### src/hw/rtl/assert_macros.svh
// Assertion helpers for the RTL files that carry checks.
`ifndef ASSERT_MACROS_SVH
`define ASSERT_MACROS_SVH

// Same-cycle implication, sampled on clk_i and disabled while in reset.
`define KS_ASSERT_IMP(lbl, ante, cons) \
  lbl: assert property (@(posedge clk_i) disable iff (!rst_ni) (ante) |-> (cons)) \
    else $error("assertion failed");

// Next-cycle implication, sampled on clk_i and disabled while in reset.
`define KS_ASSERT_NXT(lbl, ante, cons) \
  lbl: assert property (@(posedge clk_i) disable iff (!rst_ni) (ante) |=> (cons)) \
    else $error("assertion failed");

`endif

### src/hw/rtl/kstep_mul.sv
module kstep_mul (
  input  logic               clk_i,
  input  logic signed [31:0] a_i,
  input  logic signed [31:0] b_i,
  output logic signed [63:0] prod_o
);

  // Exact product, registered.
  always_ff @(posedge clk_i) begin
    prod_o <= 64'(a_i) * 64'(b_i);
  end

endmodule

### config.mk
export PLATFORM = sky130hd
export DESIGN_NAME = kstep_mul
export DESIGN_NICKNAME = d
export VERILOG_FILES = /design/src/hw/rtl/assert_macros.svh /design/src/hw/rtl/kstep_mul.sv
export SDC_FILE = /design/constraint.sdc
export NUM_CORES = 2
export LEC_CHECK = 0
export BUFFER_PORTS_ARGS = -buffer_cell sky130_fd_sc_hd__buf_2
export CAP_MARGIN = 20
export CORE_MARGIN = 2
export CORE_UTILIZATION = 65
export DETAILED_ROUTE_END_ITERATION = 10
export GPL_TIMING_DRIVEN = 0
export PLACE_DENSITY = 0.83
export SETUP_SLACK_MARGIN = 0.5
export SYNTH_ARGS = -nofsm -noshare
export SYNTH_HDL_FRONTEND = slang
export SYNTH_SLANG_ARGS = --single-unit
### constraint.sdc
create_clock -name clk_i -period 13.7 [get_ports clk_i]
set_input_delay 2.74 -clock clk_i [delete_from_list [all_inputs] [get_ports clk_i]]
set_output_delay 2.74 -clock clk_i [all_outputs]
set_load 0.01 [all_outputs]
==> flow_metrics.py <==
metrics = {
    "outcome": {
        "status": "completed",
    },
    "drt": {
        "drt-total-wl_um": 124000,
        "routedWlPerCell_um": 25.9,
        "firstDrtPassIters": 5,
        "ant_nets": 0,
        "drtIter0Drc": 2654,
        "viasPerCell": 5.91,
        "route.detailed.drc": 0,
        "vias": 28400,
    },
    "die": {
        "start_util": 0.659,
        "core-area_sq_mm": 0.0565,
        "dieArea_sq_mm": 0.0592,
        "io_pins": 129,
        "fp.dieH_um": 243,
        "die_w_um": 243,
        "row_count": 87,
    },
    "synth": {
        "synth_edf_count": 0,
        "syn_inst": 3884,
        "seq_area_frac_synth": 0.0344,
        "synth_flop_cell": "dfxtp_1",
        "synth.distinct_cells": 63,
        "synthesis.area_sq_mm": 0.0372,
        "ys_warn_count": 0,
        "synth_seq_cells": 64,
        "postSynthAreaPerCell_sq_um": 9.59,
        "synth_nets": 5215,
        "asyncSetResetFlopFracSynth": 0,
    },
    "setup_path": {
        "path_max_fanout": 10,
        "worstPathArrival_ns": 12.18,
        "crit_path_start_kind": "primary input",
        "critPathCaptureType": "flop",
        "crit_type": "in -> reg",
        "crit_required_ns": 14.05,
        "cpMostUsedCell": "fa_1",
        "cpPeakStageDelay_ns": 0.87,
        "crit_slowest_cell": "fa_1",
    },
    "clock_tree": {
        "hold_buffers": 0,
        "cts_made_buffers": 9,
        "post_cts_buffers": 0,
        "clk_path_buf_depth": 2,
        "htreeDepth": 3,
        "cts_resized": 0,
        "clk_pin_slew_ns": 0.07,
        "cts_tree": "done",
        "cts_sinks": 64,
        "cts-root-buf": "clkbuf_16",
    },
    "sta": {
        "slew_headroom": 0.166,
        "fin_ws_ns": 1.87,
        "grt_setup_unrepaired": "no",
        "fmax_ghz": 0.0845,
        "worst_pin_slew_ns": 1.25,
        "hold_viol_final": 0,
        "setup_viol": 0,
        "period_needed_ns": 11.83,
        "period_share": 0.864,
        "setup_tns_ns": 0,
        "slew_viol_final": 0,
    },
    "global_routing": {
        "grt_max_degree": 17,
        "grt_pass1_wl_um": 189000,
        "grt_pass1_vias": 30900,
        "grt-ovfl-total": 0,
        "antenna_found_initial": 19,
        "grt_usage": 0.446,
    },
    "finish": {
        "drive_gt1_frac": 0.0422,
        "final_nets": 5355,
        "final_common_cell": "fa_1",
        "n_fill_cell": 4416,
        "top_register": "prod_o",
        "area_growth_pct": 5.16,
        "final_area_sq_mm": 0.0392,
        "top_regs": "prod_o: 64 flops",
        "layout_common_cells": "fa_1, inv_1, and2_1",
        "largest_register_ffs": 64,
    },
    "place": {
        "hpwl_um": 106000,
        "io_buffers": 128,
        "place.gp.congestion": 1.11,
        "dpl_cell_area_sq_mm": 0.0388,
        "pre_cts_slack_ns": 1.60,
    },
    "worst_hold_path": {
        "hold_class": "in -> reg",
    },
    "flow_run": {
        "cap_violations": 0,
    },
}
==> cell usage after synthesis, types with 2 or more instances <==
library cell,number,share of area
nor2_1,42,0.0042
inv_1,952,0.096
a21oi_1,68,0.0091
and4_1,3,0.00071
o21a_1,4,0.00081
a21o_1,23,0.0046
a21boi_0,3,0.00060
nand4_1,7,0.0012
dfxtp_1,64,0.034
ha_1,184,0.062
o211ai_1,3,0.00060
nand2_1,511,0.052
nand3_1,15,0.0020
buf_1,2,0.00020
o21bai_1,15,0.0030
or3_1,4,0.00067
buf_2,3,0.00040
a211oi_1,4,0.00081
o21ai_0,28,0.0038
fa_1,1082,0.58
and3_1,7,0.0012
nor3_1,6,0.00081
a21o_2,2,0.00047
nand2b_1,9,0.0015
o22a_1,2,0.00047
clkbuf_1,195,0.020
o21ai_2,2,0.00047
xnor2_1,53,0.012
nor2b_1,3,0.00050
and2_1,516,0.087
xor2_1,22,0.0052
a211oi_2,3,0.0010
a31oi_1,12,0.0020
o31ai_1,6,0.0012
==> final cells by class <==
cell class / instances / area (sq um) / area share
repair buffers: 129 / 656 / 0.0167
well taps: 756 / 946 / 0.0242
plain buffers: 200 / 754 / 0.0193
flip-flops and latches: 64 / 1280 / 0.0327
inverters: 952 / 3570 / 0.0912
multi-input cells: 2668 / 31600 / 0.808
diodes: 13 / 32.5 / 0.000831
clock inverters: 6 / 60.1 / 0.00153
clock buffers: 10 / 229 / 0.00585
==> critical path: cells and delay by family <==
| kind | cells | cell delay [ns] |
|---|---|---|
| AO/OA/AOI/OAI | 3 | 1.29 |
| XOR/XNOR | 1 | 0.17 |
| adder cells (fa/ha/maj) | 9 | 4.74 |
| buffers and inverters | 9 | 2.17 |
| AND/OR/NAND/NOR | 4 | 1.05 |
==> kinds of logic (layout without fill, tap and decap cells) <==
kind of cell | Yosys count | in the layout | synth area share
AND/OR/NAND/NOR | 1134 | 1134 | 0.154
buffers and inverters | 1152 | 1297 | 0.116
XOR/XNOR | 75 | 75 | 0.0176
AO/OA/AOI/OAI | 193 | 193 | 0.0346
other | 0 | 13 | 0
adder cells (fa/ha/maj) | 1266 | 1266 | 0.643
flip-flops | 64 | 64 | 0.0344
==> metal layers <==
layer	vias to the layer above	track usage	share of wire
met2	1881	0.682	0.45
met4	10	0.336	0.096
met1	14500	0.540	0.33
met3	578	0.129	0.12
li1	11400	-	-
met5	-	0	0.00060
==> worst paths after layout <==
kind	depth (start not counted)	from	end	slack, ns
hold / removal	2	b_i[0]	prod_o[0]	2.78
setup / recovery	26	b_i[5]	prod_o[62]	1.87
==> per-stage QoR <==
stage                     instances  utilization  hold slack (ns)
final                          4798        0.693             2.78
after global routing           4787        0.693             2.78
after CTS                      4785        0.693             2.78
after detailed placement       4769        0.688             3.13
after global placement         4768        0.687             3.13
after floorplan                3884            -             2.87
Power is left out: the tool's default activity adds up to more than one toggle a clock period on the data nets, which glitch-free logic cannot reach.
