File: src/hw/rtl/assert_macros.svh
// Assertion helpers for the RTL files that carry checks.
`ifndef ASSERT_MACROS_SVH
`define ASSERT_MACROS_SVH

// Same-cycle implication, sampled on clk_i and disabled while in reset.
`define KS_ASSERT_IMP(lbl, ante, cons) \
  lbl: assert property (@(posedge clk_i) disable iff (!rst_ni) (ante) |-> (cons)) \
    else $error("assertion failed");

// Next-cycle implication, sampled on clk_i and disabled while in reset.
`define KS_ASSERT_NXT(lbl, ante, cons) \
  lbl: assert property (@(posedge clk_i) disable iff (!rst_ni) (ante) |=> (cons)) \
    else $error("assertion failed");

`endif

File: src/hw/rtl/kstep_div.sv
module kstep_div (
  input  logic        clk_i,
  input  logic        rst_ni,
  input  logic        start_i,
  input  logic [63:0] dividend_i,
  input  logic [31:0] divisor_i,
  output logic        done_o,
  output logic [63:0] quot_o
);

  logic        busy_q;
  logic [5:0]  cnt_q;
  logic        done_q;
  logic [31:0] rem_q;
  logic [63:0] quo_q;
  logic [31:0] dsr_q;
  logic [32:0] sh;
  logic        fit;

  // One quotient bit a cycle, restoring.
  assign sh  = {rem_q, quo_q[63]};
  assign fit = (sh >= {1'b0, dsr_q});

  always_ff @(posedge clk_i or negedge rst_ni) begin
    if (!rst_ni) begin
      busy_q <= 1'b0;
      cnt_q  <= '0;
      done_q <= 1'b0;
    end else begin
      done_q <= 1'b0;
      if (start_i) begin
        busy_q <= 1'b1;
        cnt_q  <= '0;
      end else if (busy_q) begin
        cnt_q <= cnt_q + 6'd1;
        if (cnt_q == 6'd63) begin
          busy_q <= 1'b0;
          done_q <= 1'b1;
        end
      end
    end
  end

  always_ff @(posedge clk_i) begin
    if (start_i) begin
      rem_q <= '0;
      quo_q <= dividend_i;
      dsr_q <= divisor_i;
    end else if (busy_q) begin
      rem_q <= fit ? 32'(sh - {1'b0, dsr_q}) : sh[31:0];
      quo_q <= {quo_q[62:0], fit};
    end
  end

  assign done_o = done_q;
  assign quot_o = quo_q;

endmodule

File: config.mk
export PLATFORM = sky130hd
export DESIGN_NAME = kstep_div
export DESIGN_NICKNAME = d
export VERILOG_FILES = /design/src/hw/rtl/assert_macros.svh /design/src/hw/rtl/kstep_div.sv
export SDC_FILE = /design/constraint.sdc
export NUM_CORES = 1
export LEC_CHECK = 0
export BUFFER_PORTS_ARGS = -buffer_cell sky130_fd_sc_hd__buf_4
export CORE_MARGIN = 4
export CORE_UTILIZATION = 55
export DETAILED_ROUTE_END_ITERATION = 6
export PLACE_DENSITY = 0.77
export SLEW_MARGIN = 20
export SYNTH_ARGS = -nofsm -noshare
export SYNTH_HDL_FRONTEND = slang
export SYNTH_SLANG_ARGS = --single-unit
export TNS_END_PERCENT = 5
File: constraint.sdc
create_clock -name clk_i -period 3.23 [get_ports clk_i]
set_input_delay 0.323 -clock clk_i [delete_from_list [all_inputs] [get_ports clk_i]]
set_output_delay 0.323 -clock clk_i [all_outputs]
set_load 0.01 [all_outputs]
==> run_results.csv <==
group,metric,value,unit
run_status,status,"completed",
setup_path,max_stage_delay,0.40,ns
sta,setup_viol,0,
place,port_buffers,163,
run,max_cap_viol_count,0,
yosys,syn_nets,775,
finish,drive_above_1_share,33.9,%
finish,area_growth,27.4,%
setup_path,crit_arrival,3.40,ns
detailed_routing,drt_iter0_drc,312,
detailed_routing,drtAntennaViolNets,0,
floorplan,start_util,57.3,%
pwr,ir_drop,581,uV
worst_hold_path,min_path_type,"primary input to flip-flop",
setup_path,start_kind,"flip-flop",
finish,design_area,9360,um2
clock_tree,clk_pin_slew_worst_paths,0.06,ns
clock_tree,worstSkewPairLatency,0.42,ns
yosys,synth_top_area_cell,"edfxtp_1",
setup_path,reg2reg_from,"quot_o[63]",
pwr,p_total,6.98,mW
pwr,p_comb_share,39.1,%
clock_tree,numCtsBuffers,17,
yosys,yosysSeqAreaShare,50.7,%
clock_tree,cts_tree,"done",
floorplan,row_count,41,
sta,drv_slew,0,
finish,final_core_util,73.0,%
setup_path,rr_worst_depth,12,
detailed_routing,drt-pass1-iter-count,5,
yosys,synth_area_per_cell,11.4,um2
worst_hold_path,whs_endpoint,"dsr_q[25]",
floorplan,core,12800,um2
floorplan,dieArea,15300,um2
sta,relSlewSlack,44.3,%
yosys,syn_inst,642,
detailed_routing,routed_wl,17900,um
pwr,powerDensity,746,nW/um2
clock_tree,clock_sinks,136,
yosys,ys_async_sr_fraction,5.88,%
yosys,synth_seq_cells,136,
setup_path,path_cells,"inv_1 -> ha_1 -> fa_1 -> nand2b_1 -> a21o_1 -> a21o_1 -> a211o_1 -> a211o_1 -> a31o_2 -> a31oi_1 -> xor2_1 -> a31o_1",
floorplan,die_w,124,um
sta,rsz0062_at_grt,"no",
yosys,synth_cell_types,59,
yosys,synthTopCellsByArea,"edfxtp_1 39%, mux2_2 10%, dfxtp_1 8.7%, ha_1 5.6%, mux2i_1 3.5%",
pwr,netSwitchingFraction,33.6,%
pwr,p_switching,2.35,mW
setup_path,cp_slowest_cell,"fa_1",
finish,nets,942,
sta,finalCritPeriodShare,95.5,%
yosys,yosysWarningCount,0,
finish,antennaDiodeCount,0,
pwr,power_frac_seq,34.4,%
grt,grt_pass1_wl,28400,um
clock_tree,cts.htree.levels,4,
detailed_routing,wl_per_cell,18.1,um
grt,antenna_found_initial,0,
sta,fmax,0.324,GHz
yosys,synth_area,7340,um2
floorplan,die_h,124,um
place,dpl_cell_area,8760,um2
setup_path,endpoint_kind,"flip-flop",
pwr,pwr-share-clk,26.5,%
setup_path,worstPathMaxFanout,3,
sta,skew,0.00836,ns
grt,grt_usage,24.3,%
grt,grt-ovfl-total,0,
detailed_routing,vias,5523,
setup_path,critPathRequiredTime,3.55,ns
worst_hold_path,hold_path_depth,1,
detailed_routing,drc,0,
setup_path,worstSetupPathType,"flip-flop to flip-flop",
worst_hold_path,hp-start,"divisor_i[25]",
detailed_routing,viasPerCell,5.56,
setup_path,timing.rr.end,"rem_q[30]",
grt,grt_max_degree,69,
sta,tns,0,ns
place,gp_routability_congestion,0.908,
clock_tree,cts_buffer_depth,2,
clock_tree,cts_root_buf,"clkbuf_16",
yosys,ys.flop_type,"edfxtp_1",
pwr,p_int,4.63,mW
yosys,yosysTopAreaCellShare,39.3,%
setup_path,r2r_slack,0.14,ns
sta,tightest_slew,0.836,ns
place,dp_hpwl,13100,um
grt,grt_pass1_vias,5665,
sta,fin_crit,3.09,ns
pwr,cellLeakagePower,4.06,nW
sta,hold_viol,0,
floorplan,io_pins,164,
yosys,synth_edf_count,96,
==> worst max-delay path, delay by kind of cell (launching register included) <==
kind	cells	cell delay [ns]
adder cells (fa/ha/maj)	2	0.63
XOR/XNOR	1	0.09
buffers and inverters	1	0.08
flip-flops	1	0.34
AO/OA/AOI/OAI	7	1.66
AND/OR/NAND/NOR	1	0.19
==> sequential cells by signal, indices dropped and copies added, names as in the netlist <==
register	cells
cnt_q	6
done_o	1
rem_q	32
quot_o	64
dsr_q	32
busy_q	1
==> through the flow <==
step | instances | hold slack [ns] | setup WS (ns)
after floorplan | 642 | 0.0274 | 0.380
after global placement | 959 | 0.142 | 0.204
after detailed placement | 959 | 0.145 | 0.183
after CTS | 991 | 0.0545 | 0.168
after global routing | 993 | 0.0570 | 0.0443
final | 993 | 0.0734 | 0.145
==> worst max-delay path by stage <==
| stage | cells past startpoint | slack (ns) | endpoint | startpoint |
|---|---|---|---|---|
| 3_5_place_dp | 11 | 0.18 | rem_q[0] | dsr_q[1] |
| 4_1_cts | 11 | 0.17 | rem_q[0] | dsr_q[1] |
| 3_3_place_gp | 12 | 0.20 | rem_q[30] | quot_o[63] |
| 5_1_grt | 12 | 0.04 | rem_q[20] | quot_o[63] |
| 6_report | 12 | 0.14 | rem_q[30] | quot_o[63] |
| 2_1_floorplan | 12 | 0.38 | rem_q[30] | quot_o[63] |
==> cells by family (layout without fill, tap and decap cells) <==
kind of cell / count (synthesis) / count (layout) / synth area share [%]
buffers and inverters: 73 / 252 / 4.24
AO/OA/AOI/OAI: 139 / 139 / 13.4
multiplexers: 91 / 91 / 13.5
flip-flops: 136 / 136 / 50.7
XOR/XNOR: 32 / 32 / 3.82
AND/OR/NAND/NOR: 137 / 137 / 8.43
adder cells (fa/ha/maj): 34 / 34 / 5.89
==> power groups by stage <==
stage	clock, mW	sequential (mW)	combinational, mW
2_1_floorplan	0	2.41	1.89
3_3_place_gp	0	2.41	2.58
3_5_place_dp	0	2.42	2.64
4_1_cts	1.88	2.40	2.66
5_1_grt	1.96	2.43	3.00
6_report	1.85	2.40	2.73
==> cells in the mapped netlist, drive strengths merged (2+ instances only) <==
| cell type | instances |
|---|---|
| edfxtp | 96 |
| mux2 | 65 |
| nor2 | 46 |
| nand2 | 44 |
| inv | 43 |
| ha | 33 |
| dfxtp | 32 |
| a21oi | 28 |
| mux2i | 26 |
| o21ai | 25 |
| clkbuf | 21 |
| a211oi | 20 |
| a21o | 17 |
| xor2 | 17 |
| xnor2 | 15 |
| a31oi | 10 |
| nand3 | 10 |
| buf | 9 |
| dfrtp | 8 |
| and2 | 6 |
| nand4 | 6 |
| o211ai | 6 |
| and3 | 5 |
| nand2b | 5 |
| nor3 | 5 |
| o21bai | 5 |
| a31o | 4 |
| nor4 | 4 |
| nor2b | 3 |
| o21a | 3 |
| o31ai | 3 |
| a211o | 2 |
| a21boi | 2 |
| a221oi | 2 |
| o2bb2a | 2 |
| o311ai | 2 |
| o31a | 2 |
==> cell usage in the layout, fill, tap and decap left out, drive strengths merged, types with 20 or more instances in the layout <==
cell and n:
inv 44, nand2 44, edfxtp 96, mux2i 26
buf 177, dfxtp 32, ha 33, mux2 65
a211oi 20, a21oi 28, nor2 46, o21ai 25
==> layout make-up <==
| cell class | count | area (um2) |
|---|---|---|
| sequential | 136 | 3720 |
| fill | 922 | 3470 |
| multi-input combinational | 433 | 3310 |
| timing repair buffer | 178 | 1390 |
| clock buffer | 17 | 425 |
| tap | 172 | 215 |
| inverter | 43 | 161 |
| clock inverter | 14 | 133 |
==> per-layer routing <==
metal / global-route usage (%) / part of all wire (%) / vias up
met5: 0 / 0 / -
met4: 7.61 / 1.5 / 0
met3: 8.87 / 8.6 / 24
met2: 40.6 / 50 / 200
met1: 29.2 / 40 / 2615
li1: - / - / 2684
==> what timing repair did <==
action | in CTS | in global routing
endpoints found under the hold margin | 8 | 0
setup endpoints to repair | 0 | 3
buffers inserted | 0 | 2
resized for setup | 0 | 0
hold buffers | 1 | 0
No activity file was read; power rests on OpenSTA's default activity.
